File: config.mk
export PLATFORM = sky130hd
export DESIGN_NAME = mch_fifo
export DESIGN_NICKNAME = d
export VERILOG_FILES = /design/src/hdl/mch_pkg.sv /design/src/hdl/mch_fifo.sv
export SDC_FILE = /design/constraint.sdc
export NUM_CORES = 1
export LEC_CHECK = 0
export BUFFER_PORTS_ARGS = -buffer_cell sky130_fd_sc_hd__buf_2
export CAP_MARGIN = 40
export CORE_UTILIZATION = 51
export DETAILED_ROUTE_END_ITERATION = 6
export PLACE_DENSITY = 0.75
export SETUP_SLACK_MARGIN = 0.5
export SYNTH_ARGS = -nofsm -noshare
export SYNTH_HDL_FRONTEND = slang
export SYNTH_SLANG_ARGS = --single-unit
File: constraint.sdc
create_clock -name clk -period 2.1 [get_ports clk]
set_input_delay 0.42 -clock clk [delete_from_list [all_inputs] [get_ports clk]]
set_output_delay 0.42 -clock clk [all_outputs]
set_load 0.02 [all_outputs]
File: src/hdl/mch_pkg.sv
// ----------------------------------------------------------------------------
// mch_pkg
// Shared types, codes and constants of the joint histogram engine.
// ----------------------------------------------------------------------------
`default_nettype none

package mch_pkg;

    localparam int STORE_DEPTH_DEF  = 4096;
    localparam int SAMPLE_BITS_DEF  = 16;
    localparam int MAX_CHANNELS_DEF = 2;

    localparam int SAMPLE_W  = 16;
    localparam int BUCKET_W  = 13;
    localparam int BIN_W     = 12;
    localparam int IDX_W     = 24;  // widest combined index before the depth check
    localparam int COUNT_W   = 32;
    localparam int QUO_W     = 29;  // |v-low| * buckets fits in 29 bits
    localparam int QDEPTH    = 4;
    localparam int QPTR_W    = 2;
    localparam int TDATA_W   = 48;
    localparam int CFG_IDX_W = 3;

    localparam logic [1:0] CMD_CLEAR = 2'd0;
    localparam logic [1:0] CMD_ADD   = 2'd1;
    localparam logic [1:0] CMD_READ  = 2'd2;

    localparam logic [1:0] STAT_OK   = 2'd0;
    localparam logic [1:0] STAT_DROP = 2'd1;
    localparam logic [1:0] STAT_FLAT = 2'd2;

    localparam logic [CFG_IDX_W-1:0] REG_NUM_CH = 3'd0;
    localparam logic [CFG_IDX_W-1:0] REG_LOW0   = 3'd1;
    localparam logic [CFG_IDX_W-1:0] REG_HIGH0  = 3'd2;
    localparam logic [CFG_IDX_W-1:0] REG_BKT0   = 3'd3;
    localparam logic [CFG_IDX_W-1:0] REG_LOW1   = 3'd4;
    localparam logic [CFG_IDX_W-1:0] REG_HIGH1  = 3'd5;
    localparam logic [CFG_IDX_W-1:0] REG_BKT1   = 3'd6;

    typedef struct packed {
        logic [1:0]          num_channels;
        logic [SAMPLE_W-1:0] low0;
        logic [SAMPLE_W-1:0] high0;
        logic [BUCKET_W-1:0] bkt0;
        logic [SAMPLE_W-1:0] low1;
        logic [SAMPLE_W-1:0] high1;
        logic [BUCKET_W-1:0] bkt1;
    } cfg_t;

    // One classified command handed from front to back
    typedef struct packed {
        logic [1:0]       cmd;
        logic [IDX_W-1:0] idx;
        logic             flat;
    } job_t;

    typedef struct packed {
        logic [COUNT_W-1:0] bin_count;
        logic [BIN_W-1:0]   combined_bin;
        logic [1:0]         status;
    } result_t;

    // Bucket count with zero read as one and anything above 4096 as 4096
    function automatic logic [BUCKET_W-1:0] eff_buckets(input logic [BUCKET_W-1:0] b);
        logic [BUCKET_W-1:0] r;
        r = b;
        if (b == '0)
            r = BUCKET_W'(1);
        else if (b > BUCKET_W'(4096))
            r = BUCKET_W'(4096);
        return r;
    endfunction

endpackage

`default_nettype wire

File: src/hdl/mch_fifo.sv
// ----------------------------------------------------------------------------
// mch_fifo
// Short job queue between the binning front and the counter back.
// ----------------------------------------------------------------------------
`default_nettype none

module mch_fifo (
    input  wire logic          clk,
    input  wire logic          rst_n,
    input  wire logic          push,
    input  wire mch_pkg::job_t push_data,
    output logic               full,
    input  wire logic          pop,
    output mch_pkg::job_t      pop_data,
    output logic               empty
);

    mch_pkg::job_t                  q_mem [mch_pkg::QDEPTH];
    logic [mch_pkg::QPTR_W-1:0]     wptr_reg, rptr_reg;
    logic [mch_pkg::QPTR_W:0]       cnt_reg;

    assign full     = (cnt_reg == (mch_pkg::QPTR_W+1)'(mch_pkg::QDEPTH));
    assign empty    = (cnt_reg == '0);
    assign pop_data = q_mem[rptr_reg];

    always_ff @(posedge clk)
    begin
        if (push && !full)
            q_mem[wptr_reg] <= push_data;
    end

    always_ff @(posedge clk or negedge rst_n)
    begin
        if (!rst_n)
        begin
            wptr_reg <= '0;
            rptr_reg <= '0;
            cnt_reg  <= '0;
        end
        else
        begin
            if (push && !full)
                wptr_reg <= wptr_reg + 1'b1;
            if (pop && !empty)
                rptr_reg <= rptr_reg + 1'b1;
            cnt_reg <= cnt_reg + (mch_pkg::QPTR_W+1)'(push && !full)
                               - (mch_pkg::QPTR_W+1)'(pop && !empty);
        end
    end

endmodule

`default_nettype wire

## Yosys cells after proc, flatten, opt, wreduce, memory -nomap -nowiden

Memories as Yosys holds them, arrays and structs flattened.
Index checks and enable logic that the tools add are counted.

- Register bits after elaboration: 7
- RAM bits: 108
- Memories: 1
- Output and inout bits: 29
- Word-level logic and storage cells: 16
- Input port bits: 31

- Equality and inequality tests: 1
- Muxes and demuxes: 2
- Add/subtract/negate cells: 4
- Reduce and logical (&&, ||, !) cells: 5

Memory list:

| name | depth | bits a word | read ports | clocked after Yosys merged registers in | wr ports | line | source |
|---|---|---|---|---|---|---|---|
| q_mem | 4 | 27 | 1 | 0 | 1 | mch_fifo.sv:18 | `mch_pkg::job_t q_mem [mch_pkg::QDEPTH];` |

Operators with widths:

| kind | count |
|---|---|
| adder 2 x 1 -> 2 bit (second input constant) | 2 |
| adder 3 x 1 -> 3 bit | 1 |
| == test 3 bit (second input constant) | 1 |
| logical NOT 3 bit | 1 |
| subtractor 3 x 1 -> 3 bit | 1 |
| logical AND 1 bit | 2 |
| logical NOT 1 bit | 2 |
| two-way mux 1 bit | 2 |

## Longest topological paths before layout

Gate-level depths: netlist of the first run.

- Depth after elaboration: 5
- Depth in mapped cells: 8
- Gate-level depth less buffers: 8

## Worst setup path after synthesis of the first run

Ideal clock, no wire load.

- Kind: register to register
- Start point: register cnt_reg[1] in the netlist's numbering
- End point: register cnt_reg[2] in the netlist's numbering
- Library setup time: 0.123 ns
- Slack: -0.061 ns
- Arrival time: 2.038 ns
- Cell stages (with the launch flop): 9
- Required time: 1.977 ns
- Clock period less this slack: 2.161 ns
- Buffers on the path: 0
- Path through: dfrtp_1 -> nor3b_2 -> nand2b_1 -> ha_1 -> inv_1 -> ha_1 -> fa_1 -> xnor2_1 -> xnor2_1

- Longest elaborated chain between the ends: 5
- Elaborated cells on any way between the ends: 8
- Classes of those cells: add/sub (2); eq/ne (1); reduce/logical (5)

RTL lines:

| item | line | source |
|---|---|---|
| start: declaration | mch_fifo.sv:20 | `logic [mch_pkg::QPTR_W:0] cnt_reg;` |
| start signal: assignment | mch_fifo.sv:46 | `cnt_reg <= cnt_reg + (mch_pkg::QPTR_W+1)'(push && !full)` |
| == test 3 bit | mch_fifo.sv:22 | `assign full = (cnt_reg == (mch_pkg::QPTR_W+1)'(mch_pkg::QDEPTH));` |
| net full | mch_fifo.sv:12 | `output logic full,` |
| logical NOT 1 bit | mch_fifo.sv:46 |  |
| logical AND 1 bit | mch_fifo.sv:46 |  |
| adder 3 x 1 -> 3 bit | mch_fifo.sv:46 |  |
| subtractor 3 x 1 -> 3 bit | mch_fifo.sv:47 | `- (mch_pkg::QPTR_W+1)'(pop && !empty);` |

The timed path passes the listed nets, and every way through them passes these cells.
A chain may end at the register's enable or synchronous reset.

==> results.py, run 1 <==
metrics = {
    "drt": {
        "initialDrtViolationCount": 87,
        "postRouteAntennaNets": 0,
        "vias": 2076,
        "post_drt_wl_per_cell_microns": 18.26,
        "drtPass1Iterations": 4,
        "drc_errors": 0,
        "wl_microns": 7123,
        "viasPerCell": 5.323,
    },
    "sta": {
        "setup_violations": 27,
        "grt_setup_unrepaired": "yes",
        "clock_skew_ns": 0.007935,
        "tightest_slew_ns": 0.4015,
        "period_share_pct": 106.1,
        "max_freq_mhz": 449.0,
        "max_slew_margin_pct": 72.90,
        "period_minus_slack_ns": 2.227,
        "finalMaxSlewViolations": 0,
        "layout_setup_ws_ns": -0.1271,
        "final_hold_viol_count": 0,
    },
    "layout": {
        "drive_gt1_share_pct": 50.88,
        "nNetsFinal": 311,
        "fin_util_pct": 67.59,
        "area_growth_pct": 27.68,
        "diodes": 0,
        "largest_reg_flops": 108,
        "design_area_sq_mm": 0.005582,
    },
    "power": {
        "peakVddDrop_uv": 854.2,
        "p_leak_nw": 2.006,
        "power-per-cell-area_mw_per_mm2": 1535,
        "combinationalPowerShare_pct": 33.9,
        "internal-power_mw": 5.982,
        "clockPowerShare_pct": 28.3,
        "switching_share_pct": 30.19,
        "p_seq_share_pct": 37.9,
        "switchingPower_mw": 2.587,
    },
    "placement": {
        "gp_congestion": 0.6828,
        "dp_hpwl_microns": 4204,
        "place_area_sq_mm": 0.004912,
        "io_buffers": 59,
    },
    "yosys": {
        "synth_seq_cells": 115,
        "avgSynthCellArea_sq_um": 24.02,
        "yosys_warnings": 0,
        "synth_nets": 220,
        "synth.cell_area_sq_mm": 0.004372,
        "netlist_instances": 182,
        "ys_seq_area_share_pct": 78.19,
        "ys_types": 21,
    },
    "floorplan": {
        "initial_utilization_pct": 52.94,
        "rows": 33,
        "ios": 60,
        "dieHeight_microns": 94.59,
        "core_area_sq_mm": 0.008258,
        "dieArea_sq_mm": 0.008946,
        "fp.dieW_microns": 94.59,
    },
    "outcome": {
        "violations": "setup timing",
        "outcome": "complete, but fails checks",
    },
    "global_route": {
        "grtUsageTotal_pct": 17.57,
        "antenna_found_initial": 0,
        "grt_max_degree": 28,
        "grt_pass1_vias": 2195,
        "overflow": 0,
        "grt_pass1_wl_microns": 10960,
    },
    "worst_hold_path": {
        "hold_class": "input port to register",
        "hold_depth": 1,
    },
    "worst_setup_path": {
        "r2r_start": "cnt_reg[2]",
        "crit_arrival_ns": 1.81,
        "crit_end": "pop_data[20]",
        "timing.rr.end": "cnt_reg[2]",
        "ff2ff_setup_slack_ns": 0.11,
        "cp_max_fo": 14,
        "cp-start-kind": "register",
        "critPathLaunch": "rptr_reg[0]",
        "cp.required_ns": 1.68,
        "r2r_cells": 8,
        "critical_path.endpoint_type": "output port",
        "critical_path_class": "register to output port",
    },
    "clocking": {
        "cts.sinks": 115,
        "cts_buffer_depth": 2,
        "cts_tree": "built",
        "clock_latency_ns": 0.50,
        "cts_buffers": 17,
        "clockRootBuffer": "clkbuf_8",
        "clkTransAtPathRegs_ns": 0.05,
        "htree_levels": 4,
    },
    "job": {
        "drv_cap": 0,
    },
}
## metrics by stage
| stage | TNS, ns | setup WS (ns) | instances | power (mW) | hold slack [ns] |
|---|---|---|---|---|---|
| global placement | 0 | 0.1152 | 348 | 5.863 | 0.2643 |
| CTS | -3.562 | -0.1592 | 388 | 8.579 | 0.1128 |
| detailed placement | 0 | 0.07306 | 348 | 5.925 | 0.2695 |
| global route | -4.416 | -0.1815 | 390 | 8.978 | 0.1119 |
| finish | -2.537 | -0.1271 | 390 | 8.569 | 0.1360 |
| floorplan | 0 | 0.1045 | 182 | 5.046 | 0.1244 |
## final cells by class
| type | instances | area (sq um) |
|---|---|---|
| tap | 105 | 131.4 |
| multi-input combinational | 55 | 915.9 |
| fill | 530 | 2676 |
| inverter | 6 | 22.52 |
| sequential | 115 | 3423 |
| timing repair buffer | 78 | 576.8 |
| clock inverter | 14 | 97.59 |
| clock buffer | 17 | 414.1 |
## synthesized netlist by cell type
library cell / count / area, sq um
buf_12: 1 / 20.02
o311ai_0: 1 / 8.760
fa_1: 1 / 20.02
and3b_1: 4 / 35.03
buf_2: 3 / 15.01
inv_1: 6 / 22.52
ha_1: 6 / 75.07
xnor2_1: 4 / 35.03
nor3_1: 1 / 5.000
o211ai_1: 2 / 15.01
nand2b_1: 4 / 25.02
mux4_1: 1 / 26.28
dfrtp_1: 7 / 175.2
buf_6: 1 / 11.26
nand4bb_1: 2 / 22.52
nor3b_2: 1 / 12.51
o31ai_1: 1 / 7.510
mux4_2: 26 / 585.6
nand2_1: 1 / 3.750
buf_4: 1 / 7.510
edfxtp_1: 108 / 3243
## cells by family after synthesis
group | share of synthesized area [%]
buffers and inverters | 1.746
DFF | 78.19
xor gates and xnor gates | 0.8013
adders and majority gates | 2.175
AOI/OAI and AO/OA | 0.7155
muxes | 14.00
and+or+nand+nor | 2.375
## timing repair
action | CTS | global route
gates resized for setup | 13 | 7
buffers inserted | 8 | 2
endpoints found under the hold margin | 7 | 0
hold buffers | 1 | 0
pin swaps | 3 | 2
setup endpoints to repair | 32 | 31
## metal layers
metal / global-route usage, % / routed length (microns) / vias to the layer above / share of wire, %
met5: 0 / 0 / - / 0
met4: 7.828 / 113 / 0 / 1.6
met3: 6.683 / 391 / 12 / 5.5
met2: 27.84 / 3611 / 60 / 51
met1: 21.64 / 3006 / 1063 / 42
li1: - / - / 941 / -
## layout by cell type, fill, tap and decap left out, types with 2 or more instances in the layout
cell	synthesis	layout
and3b_2	0	4
buf_12	1	7
buf_2	3	53
buf_4	1	8
buf_6	1	9
clkbuf_16	0	16
clkinv_1	0	4
clkinv_2	0	6
clkinvlp_4	0	3
dfrtp_1	7	3
dfrtp_2	0	4
edfxtp_1	108	108
ha_1	6	5
inv_1	6	6
mux4_2	26	27
nand2b_1	4	4
nand4bb_1	2	2
o211ai_1	2	2
xnor2_1	4	3
## critical path: stages (launching register included)
cell,delay [ns]
dfrtp_2,0.41
buf_12,0.18
mux4_2,0.54
buf_2,0.18
## power by group through the flow
stage | sequential [mW] | combinational, mW | clock (mW)
2_1_floorplan | 3.21 | 1.83 | 0
3_3_place_gp | 3.26 | 2.61 | 0
3_5_place_dp | 3.29 | 2.63 | 0
4_1_cts | 3.25 | 2.86 | 2.48
5_1_grt | 3.29 | 3.13 | 2.57
6_report | 3.24 | 2.90 | 2.42
## worst min path at each step
stage / start / endpoint / slack [ns]
final: push_data[4] / q_mem[2][4] / 0.14
after global routing: push_data[21] / q_mem[2][21] / 0.11
after CTS: push_data[4] / q_mem[1][4] / 0.11
after detailed placement: rst_n / wptr_reg[1] / 0.27
after global placement: rst_n / cnt_reg[2] / 0.26
after floorplan: rst_n / cnt_reg[0] / 0.12
Note: power is estimated with default switching activity, not from simulation.
==> run 2, diff against run 1 <==
Settings changed: CORE_UTILIZATION 51 to 55, PLACE_DENSITY 0.75 to 0.77.
Clock period 2.1 ns to 2.4 ns, I/O delays scaled along.
==> results.py, run 2 (synthesis results as in run 1) <==
metrics = {
    "outcome": {
        "outcome": "finished, final reports clean",
    },
    "floorplan": {
        "dieArea_sq_mm": 0.008309,
        "ios": 60,
        "core_area_sq_mm": 0.007687,
        "initial_utilization_pct": 56.87,
        "rows": 32,
        "fp.dieW_microns": 91.16,
        "dieHeight_microns": 91.16,
    },
    "worst_setup_path": {
        "crit_cells": 3,
        "critPathLaunch": "rptr_reg[0]",
        "cp_max_fo": 10,
        "cp-start-kind": "register",
        "timing.rr.end": "cnt_reg[2]",
        "slowest_stage": "mux4_2",
        "crit_arrival_ns": 1.90,
        "r2r_start": "cnt_reg[1]",
        "cp.required_ns": 1.92,
        "critical_path.endpoint_type": "output port",
        "critical_path_class": "register to output port",
        "max_stage_delay_ns": 0.52,
        "r2r_cells": 8,
        "ff2ff_setup_slack_ns": 0.39,
        "critPathTopFamily": "multiplexers",
        "critical_path.cell_chain": "buf_6, mux4_2, buf_2",
        "path_buf_inv": 2,
        "crit_end": "pop_data[15]",
    },
    "sta": {
        "setup_violations": 0,
        "max_freq_mhz": 420.5,
        "clock_skew_ns": 0.006051,
        "period_share_pct": 99.08,
        "grt_setup_unrepaired": "yes",
        "max_slew_margin_pct": 69.18,
        "tightest_slew_ns": 0.4564,
        "period_minus_slack_ns": 2.378,
        "final_hold_viol_count": 0,
        "finalMaxSlewViolations": 0,
    },
    "layout": {
        "layout_commonest_cell": "edfxtp_1",
        "final_cell_count_no_fill": 394,
        "final_cell_mix": "edfxtp_1, buf_2, mux4_2, buf_6, clkbuf_16",
        "largest_reg_flops": 108,
        "area_growth_pct": 31.97,
        "drive_gt1_share_pct": 51.37,
        "fillerInstances": 450,
        "diodes": 0,
        "nNetsFinal": 318,
    },
    "clocking": {
        "cts_buffer_depth": 2,
        "clkTransAtPathRegs_ns": 0.05,
        "cts_buffers": 17,
        "clockRootBuffer": "clkbuf_8",
        "cts_tree": "built",
        "clock_latency_ns": 0.50,
        "cts.sinks": 115,
        "htree_levels": 4,
    },
    "drt": {
        "vias": 2195,
        "met2_length_microns": 4444,
        "post_drt_wl_per_cell_microns": 20.82,
        "wl_met3_microns": 390,
        "wl_microns": 8203,
        "initialDrtViolationCount": 131,
        "drtPass1Iterations": 4,
        "viasPerCell": 5.571,
        "drc_errors": 0,
        "top_layer": "met4",
        "postRouteAntennaNets": 0,
        "drt-met1-wl_microns": 3241,
    },
    "placement": {
        "dp_cells": 345,
        "dp_hpwl_microns": 4406,
        "io_buffers": 59,
        "gp_congestion": 0.7631,
    },
    "power": {
        "p_leak_nw": 2.092,
        "power-per-cell-area_mw_per_mm2": 1411,
        "peakVddDrop_uv": 792.2,
        "power_mw": 8.142,
    },
    "job": {
        "drv_cap": 0,
    },
    "global_route": {
        "antenna_found_initial": 0,
        "grtUsageTotal_pct": 22.18,
        "grt_pass1_wl_microns": 12740,
        "grt_pass1_vias": 2329,
        "overflow": 0,
        "grt_max_degree": 28,
    },
    "worst_hold_path": {
        "hold_depth": 1,
        "hold_class": "input port to register",
    },
}
[run 2: cell type report]
class | count | area [sq um] | area share (%)
timing repair buffer | 85 | 686.9 | 11.91
sequential | 115 | 3423 | 59.34
tap | 102 | 127.6 | 2.212
clock inverter | 12 | 140.1 | 2.429
inverter | 6 | 22.52 | 0.3904
multi-input combinational | 55 | 947.2 | 16.42
clock buffer | 19 | 421.7 | 7.309
[run 2: per-layer routing]
layer / vias to the layer above / track usage (%)
met3: 15 / 9.380
li1: 962 / -
met4: 0 / 7.143
met2: 73 / 36.49
met5: - / 0
met1: 1145 / 26.72
[run 2: worst min-delay path by stage]
stage	start	end	slack, ns
6_report	push_data[1]	q_mem[0][1]	0.19
5_1_grt	push_data[7]	q_mem[1][7]	0.15
4_1_cts	push_data[25]	q_mem[2][25]	0.16
3_5_place_dp	rst_n	wptr_reg[1]	0.33
3_3_place_gp	rst_n	wptr_reg[1]	0.32
2_1_floorplan	rst_n	cnt_reg[0]	0.18
[run 2: through the flow]
| step | utilization, % | area (sq um) | worst slack (ns) | TNS, ns | hold slack (ns) |
|---|---|---|---|---|---|
| 4_1_cts | 73.52 | 5652 | 0.02018 | 0 | 0.1630 |
| 3_3_place_gp | 62.86 | 4832 | 0.3805 | 0 | 0.3239 |
| 2_1_floorplan | - | 4389 | 0.4005 | 0 | 0.1844 |
| 5_1_grt | 75.05 | 5769 | -0.05717 | -0.7909 | 0.1522 |
| 6_report | 75.05 | 5769 | 0.02208 | 0 | 0.1888 |
| 3_5_place_dp | 62.86 | 4832 | 0.3271 | 0 | 0.3254 |
[run 2: power by group]
part / total, mW / switching, mW / internal [mW]
clock network: 2.37 / 0.815 / 1.56
logic: 2.90 / 1.42 / 1.48
registers: 2.87 / 0.199 / 2.67
total: 8.14 / 2.43 / 5.71
[run 2: repair_timing]
| item | CTS | global route |
|---|---|---|
| setup buffers | 11 | 5 |
| hold buffers | 1 | 0 |
| setup endpoints to repair | 30 | 31 |
| endpoints found under the hold margin | 7 | 0 |
| gates resized for setup | 39 | 20 |
| gates cloned | 1 | 0 |
| pin swaps | 1 | 3 |
==> run 3, diff against run 2 <==
Settings changed: CAP_MARGIN 40 to 15.
Clock period 2.4 ns to 2.9 ns, I/O delays scaled along.
==> results.py, run 3 (synthesis results as in run 1) <==
metrics = {
    "clocking": {
        "clock_latency_ns": 0.51,
        "cts_buffer_depth": 2,
        "htree_levels": 4,
        "cts.sinks": 115,
        "cts_tree": "built",
        "clkTransAtPathRegs_ns": 0.06,
        "cts_buffers": 17,
        "clockRootBuffer": "clkbuf_8",
    },
    "sta": {
        "layout_setup_ws_ns": 0.4834,
        "clock_skew_ns": 0.008042,
        "max_freq_mhz": 413.8,
        "max_slew_margin_pct": 68.21,
        "setup_violations": 0,
        "grt_setup_unrepaired": "yes",
        "period_share_pct": 83.33,
        "period_minus_slack_ns": 2.417,
        "finalMaxSlewViolations": 0,
        "tightest_slew_ns": 0.4709,
        "timing.setup.tns_ns": 0,
        "final_hold_viol_count": 0,
    },
    "layout": {
        "area_growth_pct": 23.55,
        "largest_reg_flops": 108,
        "multi_input_area_sq_um": 877.1,
        "fillerInstances": 488,
        "nNetsFinal": 302,
        "register_area_sq_mm": 0.003421,
        "fin_util_pct": 70.26,
        "design_area_sq_mm": 0.005401,
        "final_cell_mix": "edfxtp_1, buf_2, mux4_2, clkbuf_16",
        "diodes": 0,
        "layout_commonest_cell": "edfxtp_1",
        "drive_gt1_share_pct": 44.57,
    },
    "job": {
        "drv_cap": 0,
    },
    "power": {
        "clockPowerShare_pct": 30.9,
        "power-per-cell-area_mw_per_mm2": 1121,
        "internal-power_mw": 4.213,
        "p_leak_nw": 1.943,
        "p_seq_share_pct": 39.2,
        "switching_share_pct": 30.41,
        "switchingPower_mw": 1.841,
        "combinationalPowerShare_pct": 29.9,
        "peakVddDrop_uv": 692.4,
    },
    "worst_setup_path": {
        "critical_path.endpoint_type": "output port",
        "max_stage_delay_ns": 0.55,
        "crit_arrival_ns": 1.84,
        "cp_max_fo": 13,
        "cp.required_ns": 2.32,
        "slowest_stage": "mux4_1",
        "critical_path_class": "register to output port",
        "critical_path.cell_chain": "buf_12, mux4_1, buf_2",
        "cp-start-kind": "register",
    },
    "global_route": {
        "grt_pass1_vias": 2282,
        "grt_pass1_wl_microns": 12120,
        "grtUsageTotal_pct": 21.00,
        "overflow": 0,
        "antenna_found_initial": 0,
        "grt_max_degree": 28,
    },
    "placement": {
        "gp_congestion": 0.6832,
        "dp_slack_ns": 0.7105,
        "io_buffers": 59,
        "dp_hpwl_microns": 4704,
        "place_area_sq_mm": 0.004807,
    },
    "floorplan": {
        "rows": 32,
        "dieArea_sq_mm": 0.008309,
        "dieHeight_microns": 91.16,
        "core_area_sq_mm": 0.007687,
        "fp.dieW_microns": 91.16,
        "ios": 60,
        "initial_utilization_pct": 56.87,
    },
    "drt": {
        "initialDrtViolationCount": 124,
        "vias": 2058,
        "wl_microns": 7835,
        "post_drt_wl_per_cell_microns": 20.73,
        "viasPerCell": 5.444,
        "drc_errors": 0,
        "postRouteAntennaNets": 0,
        "drtPass1Iterations": 4,
    },
    "outcome": {
        "outcome": "finished, final reports clean",
    },
    "worst_hold_path": {
        "hold_class": "input port to register",
    },
}
run 3: final timing paths:
path                               startpoint           end  slack [ns]  depth (start not counted)
max in group asynchronous               rst_n   rptr_reg[0]        2.29                          2
worst max-delay path              rptr_reg[0]   pop_data[1]        0.48                          3
worst min register to register    wptr_reg[1]   wptr_reg[1]        0.59                          2
min in group asynchronous               rst_n   wptr_reg[1]        0.44                          2
worst max register to register     cnt_reg[0]    cnt_reg[2]        0.71                          8
worst min-delay path            push_data[20]  q_mem[1][20]        0.29                          1
run 3: final cells by class:
class                      count  area share (%)
sequential                   115           63.33
multi-input combinational     55           16.24
timing repair buffer          69           7.737
clock buffer                  17           7.667
tap                          102           2.363
clock inverter                14           2.247
inverter                       6          0.4170
run 3: stage by stage:
step           hold slack (ns)  instances  total power [mW]
5_1_grt                 0.2696        378             6.321
3_5_place_dp            0.4279        344             4.156
6_report                0.2857        378             6.054
2_1_floorplan           0.2844        182             3.631
4_1_cts                 0.2703        378             6.118
3_3_place_gp            0.4215        344             4.112
run 3: power by group through the flow:
stage,Clock (mW),Combinational [mW],Sequential [mW]
final,1.87,1.81,2.37
after global routing,1.96,1.95,2.41
after CTS,1.89,1.85,2.38
after detailed placement,0,1.77,2.39
after global placement,0,1.76,2.35
after floorplan,0,1.31,2.32
run 3: what timing repair did:
item / CTS / global route
buffers inserted: 2 / 0
hold endpoints to repair: 7 / 0
resized for setup: 9 / 0
cloned: 0 / 0
pin swaps: 0 / 0
endpoints found under the setup margin: 27 / 26
hold buffers: 1 / 0
run 3: critical path, delay by kind of cell, from the launching register on:
family,cells,cell delay (ns)
muxes,1,0.55
DFF,1,0.43
buffers and inverters,2,0.35
run 3: metal layers:
metal	track usage (%)	wire length (microns)	up-vias
li1	-	-	926
met1	23.54	3071	1053
met2	37.18	4325	68
met3	6.114	347	11
met4	9.392	91	0
met5	0	0	-
